`src/rtl/lam_pkg.sv`:
```
// Types, codes and constants of the Levenshtein automaton matcher.
`default_nettype none
package lam_pkg;

  localparam int MAX_PATTERN_DEF     = 32;
  localparam int MAX_ERROR_LIMIT_DEF = 3;
  localparam int SYMBOL_BITS_DEF     = 21;

  localparam int OPCODE_W     = 2;
  localparam int CHAR_INDEX_W = 5;
  localparam int SYMBOL_W     = 21;
  localparam int SYM_EXT_W    = 32;  // widest symbol storage allowed
  localparam int LEN_W        = 6;
  localparam int ERR_W        = 2;
  localparam int COL_W        = 7;   // column index up to 127
  localparam int ROW_W        = 3;   // row index up to 7
  localparam int CFG_INDEX_W  = 2;
  localparam int CFG_DATA_W   = 6;

  localparam logic [OPCODE_W-1:0] OP_LOAD    = 2'd0;
  localparam logic [OPCODE_W-1:0] OP_RESTART = 2'd1;
  localparam logic [OPCODE_W-1:0] OP_STEP    = 2'd2;

  localparam logic [CFG_INDEX_W-1:0] CFG_PATTERN_LENGTH = 2'd0;
  localparam logic [CFG_INDEX_W-1:0] CFG_MAX_ERRORS     = 2'd1;

  localparam logic [LEN_W-1:0] PATTERN_LENGTH_RST = 6'd0;
  localparam logic [ERR_W-1:0] MAX_ERRORS_RST     = 2'd1;

  typedef struct packed {
    logic [OPCODE_W-1:0]     opcode;
    logic [CHAR_INDEX_W-1:0] char_index;
    logic [SYMBOL_W-1:0]     symbol;
  } cmd_t;

  typedef struct packed {
    logic accepting;
    logic rejecting;
  } res_t;

  typedef struct packed {
    logic                    advance;
    logic [OPCODE_W-1:0]     opcode;
    logic [CHAR_INDEX_W-1:0] char_index;
    logic [LEN_W-1:0]        len;
    logic [ERR_W-1:0]        err;
  } cell_ctrl_t;

endpackage
`default_nettype wire

```
`src/rtl/lam_cell.sv`:
```
// One column cell of the automaton: pattern character and all error rows at one offset.
`default_nettype none
module lam_cell #(
  parameter int COL         = 0,
  parameter int ROWS        = lam_pkg::MAX_ERROR_LIMIT_DEF + 1,
  parameter int MAX_PATTERN = lam_pkg::MAX_PATTERN_DEF,
  parameter int SYMBOL_BITS = lam_pkg::SYMBOL_BITS_DEF
) (
  input  logic                   clk,
  input  logic                   rst,
  input  lam_pkg::cell_ctrl_t    ctrl,
  input  logic [SYMBOL_BITS-1:0] sym,
  input  logic [ROWS-1:0]        a_left,
  input  logic [ROWS-1:0]        s_left,
  input  logic                   mm_left,
  input  logic                   nm_left,
  input  logic [ROWS-1:0]        v_left,
  input  logic [ROWS-1:0]        v_right,
  output logic [ROWS-1:0]        a_out,
  output logic [ROWS-1:0]        s_out,
  output logic                   mm_out,
  output logic                   nm_out,
  output logic [ROWS-1:0]        v_out,
  output logic                   acc_col,
  output logic                   any_col
);

  localparam int FW = lam_pkg::COL_W + 1;
  localparam logic [lam_pkg::COL_W-1:0] COL_V = lam_pkg::COL_W'(COL);
  localparam logic [ROWS-1:0] RESET_ROWS = (COL == 0) ? ROWS'(1) : '0;

  logic [ROWS-1:0] a;
  logic [ROWS-1:0] a_next;
  logic [ROWS-1:0] row_ok;
  logic [ROWS-1:0] nx;
  logic [ROWS-1:0] keep;
  logic [ROWS:0]   u;
  logic            m;
  logic            col_le;
  logic            col_lt;
  logic            acc_next;
  logic            any_next;

  assign col_le = COL_V <= {1'b0, ctrl.len};
  assign col_lt = COL_V <  {1'b0, ctrl.len};

  if (COL < MAX_PATTERN) begin : g_char
    logic [SYMBOL_BITS-1:0] pat;
    always_ff @(posedge clk) begin
      if (ctrl.advance && ctrl.opcode == lam_pkg::OP_LOAD &&
          {2'b00, ctrl.char_index} == COL_V) begin
        pat <= sym;
      end
    end
    assign m = (pat == sym);
  end else begin : g_end
    assign m = 1'b0;
  end

  assign mm_out = col_lt & m;
  assign nm_out = col_lt & ~m;
  assign a_out  = a;

  always_comb begin
    s_out = '0;
    nx    = '0;
    u     = '0;
    for (int e = 0; e < ROWS; e++) begin
      row_ok[e] = lam_pkg::ROW_W'(e) <= {1'b0, ctrl.err};
      // match move and end of a multi-character deletion
      nx[e] = (a_left[e] & mm_left) | (s_left[e] & mm_left);
      if (e > 0) begin
        // deletion run still looking for its matching character
        s_out[e] = nm_left & (a_left[e-1] | s_left[e-1]);
        // insertion at this offset, substitution from the left
        nx[e] = nx[e] | (a[e-1] & ~mm_out) | (a_left[e-1] & nm_left);
      end
      nx[e] = nx[e] & row_ok[e] & col_le;
    end
    // subsumption cover grows by one column per row
    for (int e = 0; e < ROWS; e++) begin
      v_out[e] = u[e] | nx[e];
      u[e+1]   = v_left[e] | v_out[e] | v_right[e];
    end
    keep = nx & ~u[ROWS-1:0];
  end

  always_comb begin
    case (ctrl.opcode)
      lam_pkg::OP_RESTART: a_next = RESET_ROWS;
      lam_pkg::OP_STEP:    a_next = keep;
      default:             a_next = a;
    endcase
    acc_next = 1'b0;
    any_next = 1'b0;
    for (int e = 0; e < ROWS; e++) begin
      if (a_next[e] && row_ok[e] && col_le) begin
        any_next = 1'b1;
        if ((FW'(COL_V) + FW'(ctrl.err)) >= (FW'(ctrl.len) + FW'(e))) begin
          acc_next = 1'b1;
        end
      end
    end
  end

  always_ff @(posedge clk) begin
    if (rst) begin
      a <= RESET_ROWS;
    end else if (ctrl.advance) begin
      a <= a_next;
    end
  end

  always_ff @(posedge clk) begin
    if (ctrl.advance) begin
      acc_col <= acc_next;
      any_col <= any_next;
    end
  end

endmodule
`default_nettype wire

```
`src/rtl/levenshtein_automaton_matcher_top.sv`:
```
// Top level of the Levenshtein automaton matcher: config, cell row and result pipeline.
// Usage:
//   cmd (valid/ready) carries one transaction per operation: load a pattern
//   character at char_index, restart the match, or step one symbol.
//   res (valid/ready) returns one transaction per command: accepting and
//   rejecting for the active set as it stands after that command.
//   cfg (valid/ready) writes pattern_length (index 0) or max_errors
//   (index 1); cfg_ready is always high. Write it only while idle.
// Timing:
//   A taken command first updates all offsets and error rows of the cell
//   row together with their per-column flags, then the flags are
//   OR-reduced into the result register. One command per cycle is taken
//   for as long as the receiver keeps res_ready high.
// Stall:
//   While res_valid waits, one more command is taken into the reduction
//   stage; after that cmd_ready drops until the receiver takes the result.
// Reset:
//   rst (synchronous) restarts the match at offset 0 with no errors, sets
//   pattern_length to 0 and max_errors to 1, and empties the pipeline.
//   Pattern characters are not cleared; load them before stepping.
`default_nettype none
module levenshtein_automaton_matcher_top #(
  parameter int MAX_PATTERN     = lam_pkg::MAX_PATTERN_DEF,
  parameter int MAX_ERROR_LIMIT = lam_pkg::MAX_ERROR_LIMIT_DEF,
  parameter int SYMBOL_BITS     = lam_pkg::SYMBOL_BITS_DEF
) (
  input  logic                                clk,
  input  logic                                rst,
  input  logic                                cmd_valid,
  output logic                                cmd_ready,
  input  lam_pkg::cmd_t                       cmd,
  output logic                                res_valid,
  input  logic                                res_ready,
  output lam_pkg::res_t                       res,
  input  logic                                cfg_valid,
  output logic                                cfg_ready,
  input  logic [lam_pkg::CFG_INDEX_W-1:0]     cfg_index,
  input  logic [lam_pkg::CFG_DATA_W-1:0]      cfg_data
);

  localparam int ROWS = MAX_ERROR_LIMIT + 1;
  localparam int COLS = MAX_PATTERN + 1;

  logic [lam_pkg::LEN_W-1:0] pattern_length;
  logic [lam_pkg::ERR_W-1:0] max_errors;
  logic [lam_pkg::LEN_W-1:0] eff_len;
  logic [lam_pkg::ERR_W-1:0] eff_err;

  logic red_valid;
  logic cmd_accept;
  logic res_load;

  lam_pkg::cell_ctrl_t            ctrl;
  logic [lam_pkg::SYM_EXT_W-1:0]  sym_ext;
  logic [SYMBOL_BITS-1:0]         sym;

  logic [ROWS-1:0] a_o  [COLS];
  logic [ROWS-1:0] s_o  [COLS];
  logic [ROWS-1:0] v_o  [COLS];
  logic [COLS-1:0] mm_o;
  logic [COLS-1:0] nm_o;
  logic [COLS-1:0] acc_col;
  logic [COLS-1:0] any_col;

  // Configuration: always ready, writes beyond the list are dropped.
  assign cfg_ready = 1'b1;

  always_ff @(posedge clk) begin
    if (rst) begin
      pattern_length <= lam_pkg::PATTERN_LENGTH_RST;
      max_errors     <= lam_pkg::MAX_ERRORS_RST;
    end else if (cfg_valid && cfg_ready) begin
      case (cfg_index)
        lam_pkg::CFG_PATTERN_LENGTH: pattern_length <= cfg_data;
        lam_pkg::CFG_MAX_ERRORS:     max_errors     <= cfg_data[lam_pkg::ERR_W-1:0];
        default: ;
      endcase
    end
  end

  // Clamp the registers to what the cell row holds.
  always_comb begin
    if ({1'b0, pattern_length} > lam_pkg::COL_W'(MAX_PATTERN)) begin
      eff_len = lam_pkg::LEN_W'(MAX_PATTERN);
    end else begin
      eff_len = pattern_length;
    end
    if ({1'b0, max_errors} > lam_pkg::ROW_W'(MAX_ERROR_LIMIT)) begin
      eff_err = lam_pkg::ERR_W'(MAX_ERROR_LIMIT);
    end else begin
      eff_err = max_errors;
    end
  end

  // Handshake: the reduction stage frees whenever its flags move on.
  assign res_load   = red_valid && (!res_valid || res_ready);
  assign cmd_ready  = !red_valid || !res_valid || res_ready;
  assign cmd_accept = cmd_valid && cmd_ready;

  // Mask the code point to the stored symbol width.
  assign sym_ext = lam_pkg::SYM_EXT_W'(cmd.symbol);
  assign sym     = sym_ext[SYMBOL_BITS-1:0];

  assign ctrl.advance    = cmd_accept;
  assign ctrl.opcode     = cmd.opcode;
  assign ctrl.char_index = cmd.char_index;
  assign ctrl.len        = eff_len;
  assign ctrl.err        = eff_err;

  // Row of cells, one per offset; deletion runs travel rightward, the
  // subsumption cover spreads to both neighbors.
  for (genvar j = 0; j < COLS; j++) begin : g_cell
    logic [ROWS-1:0] a_l;
    logic [ROWS-1:0] s_l;
    logic [ROWS-1:0] v_l;
    logic [ROWS-1:0] v_r;
    logic            mm_l;
    logic            nm_l;

    if (j == 0) begin : g_first
      assign a_l  = '0;
      assign s_l  = '0;
      assign v_l  = '0;
      assign mm_l = 1'b0;
      assign nm_l = 1'b0;
    end else begin : g_inner
      assign a_l  = a_o[j-1];
      assign s_l  = s_o[j-1];
      assign v_l  = v_o[j-1];
      assign mm_l = mm_o[j-1];
      assign nm_l = nm_o[j-1];
    end

    if (j == COLS - 1) begin : g_last
      assign v_r = '0;
    end else begin : g_right
      assign v_r = v_o[j+1];
    end

    lam_cell #(
      .COL         (j),
      .ROWS        (ROWS),
      .MAX_PATTERN (MAX_PATTERN),
      .SYMBOL_BITS (SYMBOL_BITS)
    ) u_cell (
      .clk     (clk),
      .rst     (rst),
      .ctrl    (ctrl),
      .sym     (sym),
      .a_left  (a_l),
      .s_left  (s_l),
      .mm_left (mm_l),
      .nm_left (nm_l),
      .v_left  (v_l),
      .v_right (v_r),
      .a_out   (a_o[j]),
      .s_out   (s_o[j]),
      .mm_out  (mm_o[j]),
      .nm_out  (nm_o[j]),
      .v_out   (v_o[j]),
      .acc_col (acc_col[j]),
      .any_col (any_col[j])
    );
  end

  // Reduction stage: column flags are held in the cells until it drains.
  always_ff @(posedge clk) begin
    if (rst) begin
      red_valid <= 1'b0;
      res_valid <= 1'b0;
    end else begin
      if (cmd_accept) begin
        red_valid <= 1'b1;
      end else if (res_load) begin
        red_valid <= 1'b0;
      end
      if (res_load) begin
        res_valid <= 1'b1;
      end else if (res_ready) begin
        res_valid <= 1'b0;
      end
    end
  end

  always_ff @(posedge clk) begin
    if (res_load) begin
      res.accepting <= |acc_col;
      res.rejecting <= ~(|any_col);
    end
  end

endmodule
`default_nettype wire

```
`config.mk`:
```
export PLATFORM = sky130hd
export DESIGN_NAME = levenshtein_automaton_matcher_top
export DESIGN_NICKNAME = d
export VERILOG_FILES = /design/src/rtl/lam_pkg.sv /design/src/rtl/lam_cell.sv /design/src/rtl/levenshtein_automaton_matcher_top.sv
export SDC_FILE = /design/constraint.sdc
export NUM_CORES = 2
export LEC_CHECK = 0
export ABC_AREA = 1
export BUFFER_PORTS_ARGS = -buffer_cell sky130_fd_sc_hd__buf_2
export CAP_MARGIN = 15
export CORE_ASPECT_RATIO = 0.5
export CORE_MARGIN = 8
export CORE_UTILIZATION = 40
export CTS_BUF_LIST = sky130_fd_sc_hd__clkbuf_8
export CTS_CLUSTER_DIAMETER = 60
export CTS_CLUSTER_SIZE = 30
export DETAILED_ROUTE_END_ITERATION = 6
export GPL_TIMING_DRIVEN = 0
export PLACE_DENSITY_LB_ADDON = 0.25
export SYNTH_ARGS = -nofsm -noshare
export SYNTH_HDL_FRONTEND = slang
export SYNTH_SLANG_ARGS = --single-unit
```
`constraint.sdc`:
```
create_clock -name clk -period 3.8 [get_ports clk]
set_clock_uncertainty 0.05 [all_clocks]
set_input_delay 0.76 -clock clk [delete_from_list [all_inputs] [get_ports clk]]
set_output_delay 0.76 -clock clk [all_outputs]
set_load 0.02 [all_outputs]
```
* Word level (Yosys, flattened, before mapping) *
Index checks and enable logic that the tools add are counted.

word-level totals
  flip-flop bits (word level) = 882
  input port bits = 41
  output and inout bits = 5
  word-level logic and storage cells = 2575

operators by class
  add/sub/neg operators = 35
  magnitude comparators = 200
  equality and inequality tests = 66
  muxes and demuxes = 335
  bitwise logic cells = 1493
  reductions and logical operators = 309

operators with widths
  kind                 number
  $and 1x1->1          764
  $ge 8x8->1           93
  $eq 21x21->1         32
  $or 1x1->1           598
  $mux 1               301
  $pmux 4 s2           33
  $logic_and 1x1->1    262
  $ge 8x6->1           31
  $and 4x4->4          33
  $not 4->4            33
  $reduce_or 3->1      33
  $add 5x2->6 const A  16
  $le 5x6->1 const A   16
  $lt 5x6->1 const A   16
  $eq 5x5->1 const B   16
  $reduce_or 33->1     2
  $not 1->1            65
  $le 4x6->1 const A   8
  $lt 4x6->1 const A   8
  $add 4x2->5 const A  8
  $eq 5x4->1 const B   8
  $ge 2x8->1           3
  $le 3x6->1 const A   4
  $lt 3x6->1 const A   4
  30 further kinds     51

* Longest topological paths before layout *
  depth after elaboration = 28
  gate-level depth with buffers = 24
  mapped depth without buffers = 22

* Hierarchy *
Synthesis repeated with hierarchy kept, for this count alone.

unflattened totals
  cells, all modules = 9976
  area total of the unflattened synthesis = 73257.8 µm²

by module, submodules not included
  module                         times used  cells an instance  area an instance (µm²)  seq. area each (µm²)
  lam_cell at g_cell[29].u_cell  1           327                2471.1                  770.7
  lam_cell at g_cell[30].u_cell  1           322                2423.6                  770.7
  lam_cell at g_cell[13].u_cell  1           314                2414.8                  770.7
  lam_cell at g_cell[14].u_cell  1           318                2399.8                  770.7
  lam_cell at g_cell[31].u_cell  1           323                2398.6                  770.7
  lam_cell at g_cell[21].u_cell  1           316                2362.3                  770.7
  lam_cell at g_cell[15].u_cell  1           318                2353.5                  770.7
  lam_cell at g_cell[17].u_cell  1           313                2344.7                  770.7
  lam_cell at g_cell[19].u_cell  1           309                2333.5                  770.7
  lam_cell at g_cell[22].u_cell  1           319                2317.2                  770.7
  lam_cell at g_cell[18].u_cell  1           316                2284.7                  770.7
  lam_cell at g_cell[25].u_cell  1           315                2277.2                  770.7
  lam_cell at g_cell[23].u_cell  1           319                2269.7                  770.7
  lam_cell at g_cell[7].u_cell   1           312                2265.9                  770.7
  +20 rows                       -           -                  -                       -

* Worst setup path before layout *
No wires, ideal clock.

  path type = register -> register
  from = register max_errors, in the netlist eff_err[1]
  to = register g_cell[29].u_cell.acc_col, data pin
  setup time = 0.253 ns
  data arrival time = 3.667 ns
  required time = 3.497 ns
  slack = -0.170 ns
  stages on the path, launching flop included = 19
  buffers on the path = 3
  period minus slack after synthesis = 3.970 ns
  cells stage by stage = dfxtp_1 > ha_1 > inv_1 > clkbuf_1 > clkbuf_1 > clkbuf_1 > ha_1 > a21oi_1 > inv_1 > a21oi_1 > inv_1 > a21oi_1 > nor2_1 > o211ai_1 > o21ai_1 > inv_1 > nand2_1 > inv_1 > nand2_1

between the ends
  cells in the longest elaborated chain, start to end = 15
  elaborated cells on any way between the ends = 59
  those cells by class = add/sub: 1; order compare: 7; mux: 9; bitwise: 36; reduce/logical: 6

ends and longest elaborated chain
  item                                                 RTL line                                 text
  start: declaration                                   levenshtein_automaton_matcher_top.sv:45  logic [lam_pkg::ERR_W-1:0] max_errors;
  start signal: assignment                             levenshtein_automaton_matcher_top.sv:71  max_errors <= lam_pkg::MAX_ERRORS_RST;
  start signal: assignment                             levenshtein_automaton_matcher_top.sv:75  lam_pkg::CFG_MAX_ERRORS: max_errors <= cfg_data[lam_pkg::ERR_W-1:0];
  branches (longest 14 deep; another with $ge 8x6->1)  -
  $mux 1 *                                             lam_cell.sv:97                           if (a_next[e] && row_ok[e] && col_le) begin
  via g_cell[29].u_cell.acc_next                       lam_cell.sv:41                           logic acc_next;
  end signal: assignment                               lam_cell.sv:116                          acc_col <= acc_next;
  end: declaration                                     lam_cell.sv:24                           output logic acc_col,

Mark *: on every way through the listed nets, which the timed path passes.
A chain may end at the register's enable or synchronous reset.

* Worst setup path in the final report *
  from = register pattern_length[5] (netlist name)
  to = register g_cell[18].u_cell.acc_col, data pin

between the ends
  cells in the longest elaborated chain, start to end = 23
  elaborated cells on any way between the ends = 189
  those cells by class = add/sub: 3; order compare: 19; mux: 10; bitwise: 150; reduce/logical: 7

ends and longest elaborated chain
  item                                      RTL line                                 text
  start: declaration                        levenshtein_automaton_matcher_top.sv:44  logic [lam_pkg::LEN_W-1:0] pattern_length;
  start signal: assignment                  levenshtein_automaton_matcher_top.sv:70  pattern_length <= lam_pkg::PATTERN_LENGTH_RST;
  start signal: assignment                  levenshtein_automaton_matcher_top.sv:74  lam_pkg::CFG_PATTERN_LENGTH: pattern_length <= cfg_data;
  $gt 6x6->1                                levenshtein_automaton_matcher_top.sv:83  if ({1'b0, pattern_length} > lam_pkg::COL_W'(MAX_PATTERN)) begin
  $mux 6 *                                  levenshtein_automaton_matcher_top.sv:83
  $lt 4x6->1 or $lt 5x6->1 (tied branches)  lam_cell.sv:45                           assign col_lt = COL_V < {1'b0, ctrl.len};
  $and 1x1->1                               lam_cell.sv:61                           assign nm_out = col_lt & ~m;
  $and 1x1->1 (on tied branches)            lam_cell.sv:74, lam_cell.sv:76
  $and 1x1->1                               lam_cell.sv:71                           nx[e] = (a_left[e] & mm_left) | (s_left[e] & mm_left);
  $or 1x1->1                                lam_cell.sv:71
  $or 1x1->1 (2 in a row)                   lam_cell.sv:76                           nx[e] = nx[e] | (a[e-1] & ~mm_out) | (a_left[e-1] & nm_left);
  (+5 left out)                             -
  $or 1x1->1                                lam_cell.sv:82                           v_out[e] = u[e] | nx[e];
  $or 1x1->1 (2 in a row)                   lam_cell.sv:83                           u[e+1] = v_left[e] | v_out[e] | v_right[e];
  $not 4->4                                 lam_cell.sv:85                           keep = nx & ~u[ROWS-1:0];
  $and 4x4->4                               lam_cell.sv:85
  $pmux 4 s2                                lam_cell.sv:89                           case (ctrl.opcode)
  $logic_and 1x1->1 (2 in a row)            lam_cell.sv:97
  $mux 1 *                                  lam_cell.sv:97
  via g_cell[18].u_cell.acc_next            lam_cell.sv:41
  end signal: assignment                    lam_cell.sv:116
  end: declaration                          lam_cell.sv:24

The timed path passes the listed nets; every way through them passes the cells marked *.

==> metrics list <==
- Compared with the post-synthesis result, the final layout area differs by 14.1%.
* Mean instance size in the synthesized netlist: 8.32 um^2
- WP data required: 4.44 ns
- The worst pin sits at a relative slew slack of 9.83%.
* Num rows: 92
- Achievable Freq: 260 MHz
* Power per cell area: 344 mW/mm^2
- Buffer cell driving the clock tree root: sky130_fd_sc_hd__clkbuf_8
* Startpoint type of the worst setup path: flop
- Crit-path cells: buf_12 > buf_12 > nand2_1 > nand2_4 > clkinvlp_4 > buf_4 > ha_2 > or2_2 > a21oi_2 > inv_1 > clkbuf_1 > o21ai_0 > nand3_1 > nand2_1
- For the pin with the worst max-slew slack, the measured transition is 1.35 ns.
- Die height: 267 um
* Cell total after placement: 7811
- TritonCTS built the clock tree.
- Routability-driven placement congestion ratio: 1.08
- Entering global routing, the biggest net connects 67 pins.
* Outcome: finished, violations left
- At the placement stage, the worst setup path has a slack of -2.37 ns.
- Counting flops with a built-in enable in the synthesized netlist gives 740.
- The later pin in the worst-skew pair is clocked with a latency of 0.85 ns.
- The routed layout has 44.3k vias.
- Initial core utilization: 40.1%
* Worst setup margin: -0.0433 ns
- For this run, the detailed router's first-pass iteration total came to 6.
- Setup crit start: pattern_length[5]
* Endpoint of the most critical register-to-register path: g_cell[18].u_cell.acc_col
- After synthesis, flip-flops and latches occupy 49.8% of the total area.
- Portion of the clock cycle consumed by the worst path in the final layout: 101%
- Yosys synthesis warning count: 0
- Hold repair after CTS inserted 0 buffers.
- The number of cells on the worst reg-to-reg path is 14.
- Leaving out fill and tap cells, the most frequent cell in the layout is sky130_fd_sc_hd__nand2_1.
- Synthesized cell area: 0.0503 mm^2
* Detailed Place HPWL: 159000 um
* Dominant register cell in the synthesized netlist: sky130_fd_sc_hd__edfxtp_1
- Remaining routing DRC violations: 0
- In this run the register-to-register setup slack is -0.04 ns.
* Maximum level of the CTS H-tree: 2
- Highest net fanout along the worst path: 10
- The floorplan step defined a die boundary enclosing 0.138 mm^2.
- Summed over all cells, the static leakage comes to 0.0241 uW.
- Category of the critical setup timing path: flop to flop
- Counting I/O delays and the setup requirement, the final critical path takes 3.84 ns.
- Vias in the first global route: 39.3k
* Unrepaired setup endpoints after global routing: yes
- The checks that failed: negative setup slack.
- Overall power consumption after layout is estimated at 19800 uW.
- Start of the worst register-to-register path: pattern_length[5]
- For the worst setup path, the data arrival time is 4.48 ns.
* Final hold violation count: 0
- The largest single stage delay on the critical path is 0.68 ns.
- Core area: 0.125 mm^2
- Clock tree synthesis inserted a total of 51 buffers.
- Pin placement for this block handled 46 I/O pins.
- Fraction of final layout cells with drive strength greater than 1: 12.6%
- Global routing consumed, over all layers together, 30.0% of the routing resources.
* WL/cell: 27.0 um
* Initial DRC count: 6700
- Slew Limit Fails: 0
- Clock-pin slew on the worst setup and hold paths: 0.12 ns
- The count of buffers added on input and output ports is 43.
- Leftover overflow at the end of global routing: 0
- Highest-count cells in the layout ignoring fill and taps: sky130_fd_sc_hd__nand2_1 (1528), sky130_fd_sc_hd__edfxtp_1 (740), sky130_fd_sc_hd__inv_1 (731)
* Worst Setup EP: g_cell[18].u_cell.acc_col
- Counting flops with an async set or reset pin after synthesis yields a share of 0%.
- When the netlist entered floorplanning its net count stood at 6206.
- Final instance count without filler cells: 8007
- In the final design database the tool counted 6430 nets.
- The first global-routing pass estimated 297000 um of wire.
- Using the TritonRoute via totals, the vias-per-cell ratio works out to 5.53.
- The slowest stage of the critical path belongs to the cell sky130_fd_sc_hd__o21ai_0.
- Across the VDD grid, the largest voltage drop is 0.349 mV.
- Counting flops and latches in the post-synthesis netlist gives 882.
- Gate count after technology mapping: 6044
* Antenna-violating nets left: 0
- The layout has 12.4k filler cells.
- The worst hold path belongs to the class primary input to flop.
- The floorplan step set the die width to 518 um.
- Total wire length after detailed routing: 216000 um
* Number of unique standard cell types used by synthesis: 49
- The worst setup path is captured at a flop.
* Number of buffers between clock root and the deepest sink: 3
- Number of sinks handled by clock tree synthesis: 882
- The tool flagged a number of max-cap violations equal to 0.
- Setup violations remaining at the end of the flow were counted as 5.
- Number of antenna violations at the first check in global routing: 14
worst max-delay path, delay by kind of cell, from the launching register on:
kind | cells | cell delay, ns
AO/OA/AOI/OAI | 2 | 1.07
adder cells (fa/ha/maj) | 1 | 0.21
buffers and inverters | 6 | 1.15
flip-flops | 1 | 0.38
AND/OR/NAND/NOR | 5 | 0.83
registers in the layout (all words and copies together) (netlist names):
register                  count
g_cell.u_cell.g_char.pat    672
g_cell.u_cell.a_out         132
g_cell.u_cell.acc_col        33
g_cell.u_cell.any_col        33
pattern_length                6
eff_err                       2
res                           2
red_valid                     1
res_valid                     1
power by group:
part / switching (uW) / leakage [uW] / internal [uW]
sequential: 110 / 0.00791 / 10600
combinational: 2830 / 0.0156 / 980
clock: 3640 / 0.000614 / 1580
worst min path at each step:
stage | end | cells after the start | start
3_3_place_gp | res_valid | 2 | red_valid
6_report | eff_err[0] | 3 | cfg_data[0]
5_1_grt | g_cell[11].u_cell.g_char.pat[10] | 1 | cmd[10]
3_5_place_dp | res_valid | 2 | red_valid
4_1_cts | eff_err[1] | 3 | cfg_data[1]
2_1_floorplan | res_valid | 2 | red_valid
synthesized netlist by cell type, types with 6 or more instances:
library cell	count	area share, %
sky130_fd_sc_hd__nor2_2	22	0.27
sky130_fd_sc_hd__clkbuf_1	104	0.78
sky130_fd_sc_hd__a21o_1	8	0.12
sky130_fd_sc_hd__or2_2	33	0.41
sky130_fd_sc_hd__nand2_2	6	0.075
sky130_fd_sc_hd__o21bai_1	23	0.34
sky130_fd_sc_hd__clkinv_1	6	0.045
sky130_fd_sc_hd__nor3_1	44	0.44
sky130_fd_sc_hd__o22ai_1	81	1.0
sky130_fd_sc_hd__xor2_1	258	4.5
sky130_fd_sc_hd__nor2_1	730	5.4
sky130_fd_sc_hd__nor4_1	15	0.19
sky130_fd_sc_hd__nor2_4	6	0.13
sky130_fd_sc_hd__nand3_1	406	4.0
sky130_fd_sc_hd__ha_1	121	3.0
sky130_fd_sc_hd__edfxtp_1	740	44
sky130_fd_sc_hd__o21ai_0	207	2.1
sky130_fd_sc_hd__buf_4	18	0.27
sky130_fd_sc_hd__buf_1	6	0.045
sky130_fd_sc_hd__inv_1	743	5.5
sky130_fd_sc_hd__a21oi_2	10	0.17
sky130_fd_sc_hd__dfxtp_1	142	5.7
sky130_fd_sc_hd__inv_2	26	0.19
sky130_fd_sc_hd__o21ai_1	35	0.35
sky130_fd_sc_hd__xnor2_1	229	4.0
sky130_fd_sc_hd__nand4_1	88	1.1
sky130_fd_sc_hd__a21oi_1	252	2.5
sky130_fd_sc_hd__buf_2	65	0.65
sky130_fd_sc_hd__nand2_1	1578	12
sky130_fd_sc_hd__o211ai_1	9	0.13
through the flow:
| step | area [um^2] | utilization (%) | setup TNS [ns] | hold slack (ns) |
|---|---|---|---|---|
| 2_1_floorplan | 50300 | - | 0 | 0.407 |
| 3_3_place_gp | 52600 | 42.0 | -1747.40 | 0.422 |
| 3_5_place_dp | 53300 | 42.5 | -1097.55 | 0.429 |
| 4_1_cts | 56200 | 44.8 | 0 | 0.101 |
| 5_1_grt | 57400 | 45.8 | -1.35 | 0.170 |
| 6_report | 57400 | 45.8 | -0.0757 | 0.134 |
kinds of logic after synthesis:
kind of cell | count (synthesis) | share of synthesized area (%)
adder cells (fa/ha/maj) | 121 | 3.01
AND/OR/NAND/NOR | 2941 | 24.1
other | 1 | 0.00745
buffers and inverters | 971 | 7.57
flip-flops | 882 | 49.8
AO/OA/AOI/OAI | 641 | 6.97
XOR/XNOR | 487 | 8.48
what timing repair did:
| action | CTS | global route |
|---|---|---|
| resized for setup | 346 | 222 |
| pin swaps | 34 | 33 |
| cloned | 5 | 0 |
| buffers inserted | 56 | 44 |
| endpoints found under the setup margin | 843 | 290 |
area by class of cell:
class / count / area, um^2 / share of cell area (%)
flip-flops and latches: 882 / 25100 / 43.7
multi-input cells: 4195 / 23100 / 40.2
inverters: 777 / 2970 / 5.17
well taps: 1692 / 2120 / 3.69
repair buffers: 177 / 1900 / 3.30
plain buffers: 183 / 1050 / 1.82
clock buffers: 54 / 743 / 1.30
clock inverters: 39 / 423 / 0.737
diodes: 7 / 17.5 / 0.0305
repair inverters: 1 / 5.00 / 0.00872
per-layer routing:
layer  global-route usage, %  up-vias  routed length (um)
li1                        -    20000                   -
met1                    41.7    21200               89200
met2                    43.5     2640               87800
met3                    7.85      452               26400
met4                    14.5        8               12900
met5                       0        -                  60
No activity file was read; power rests on OpenSTA's default activity.
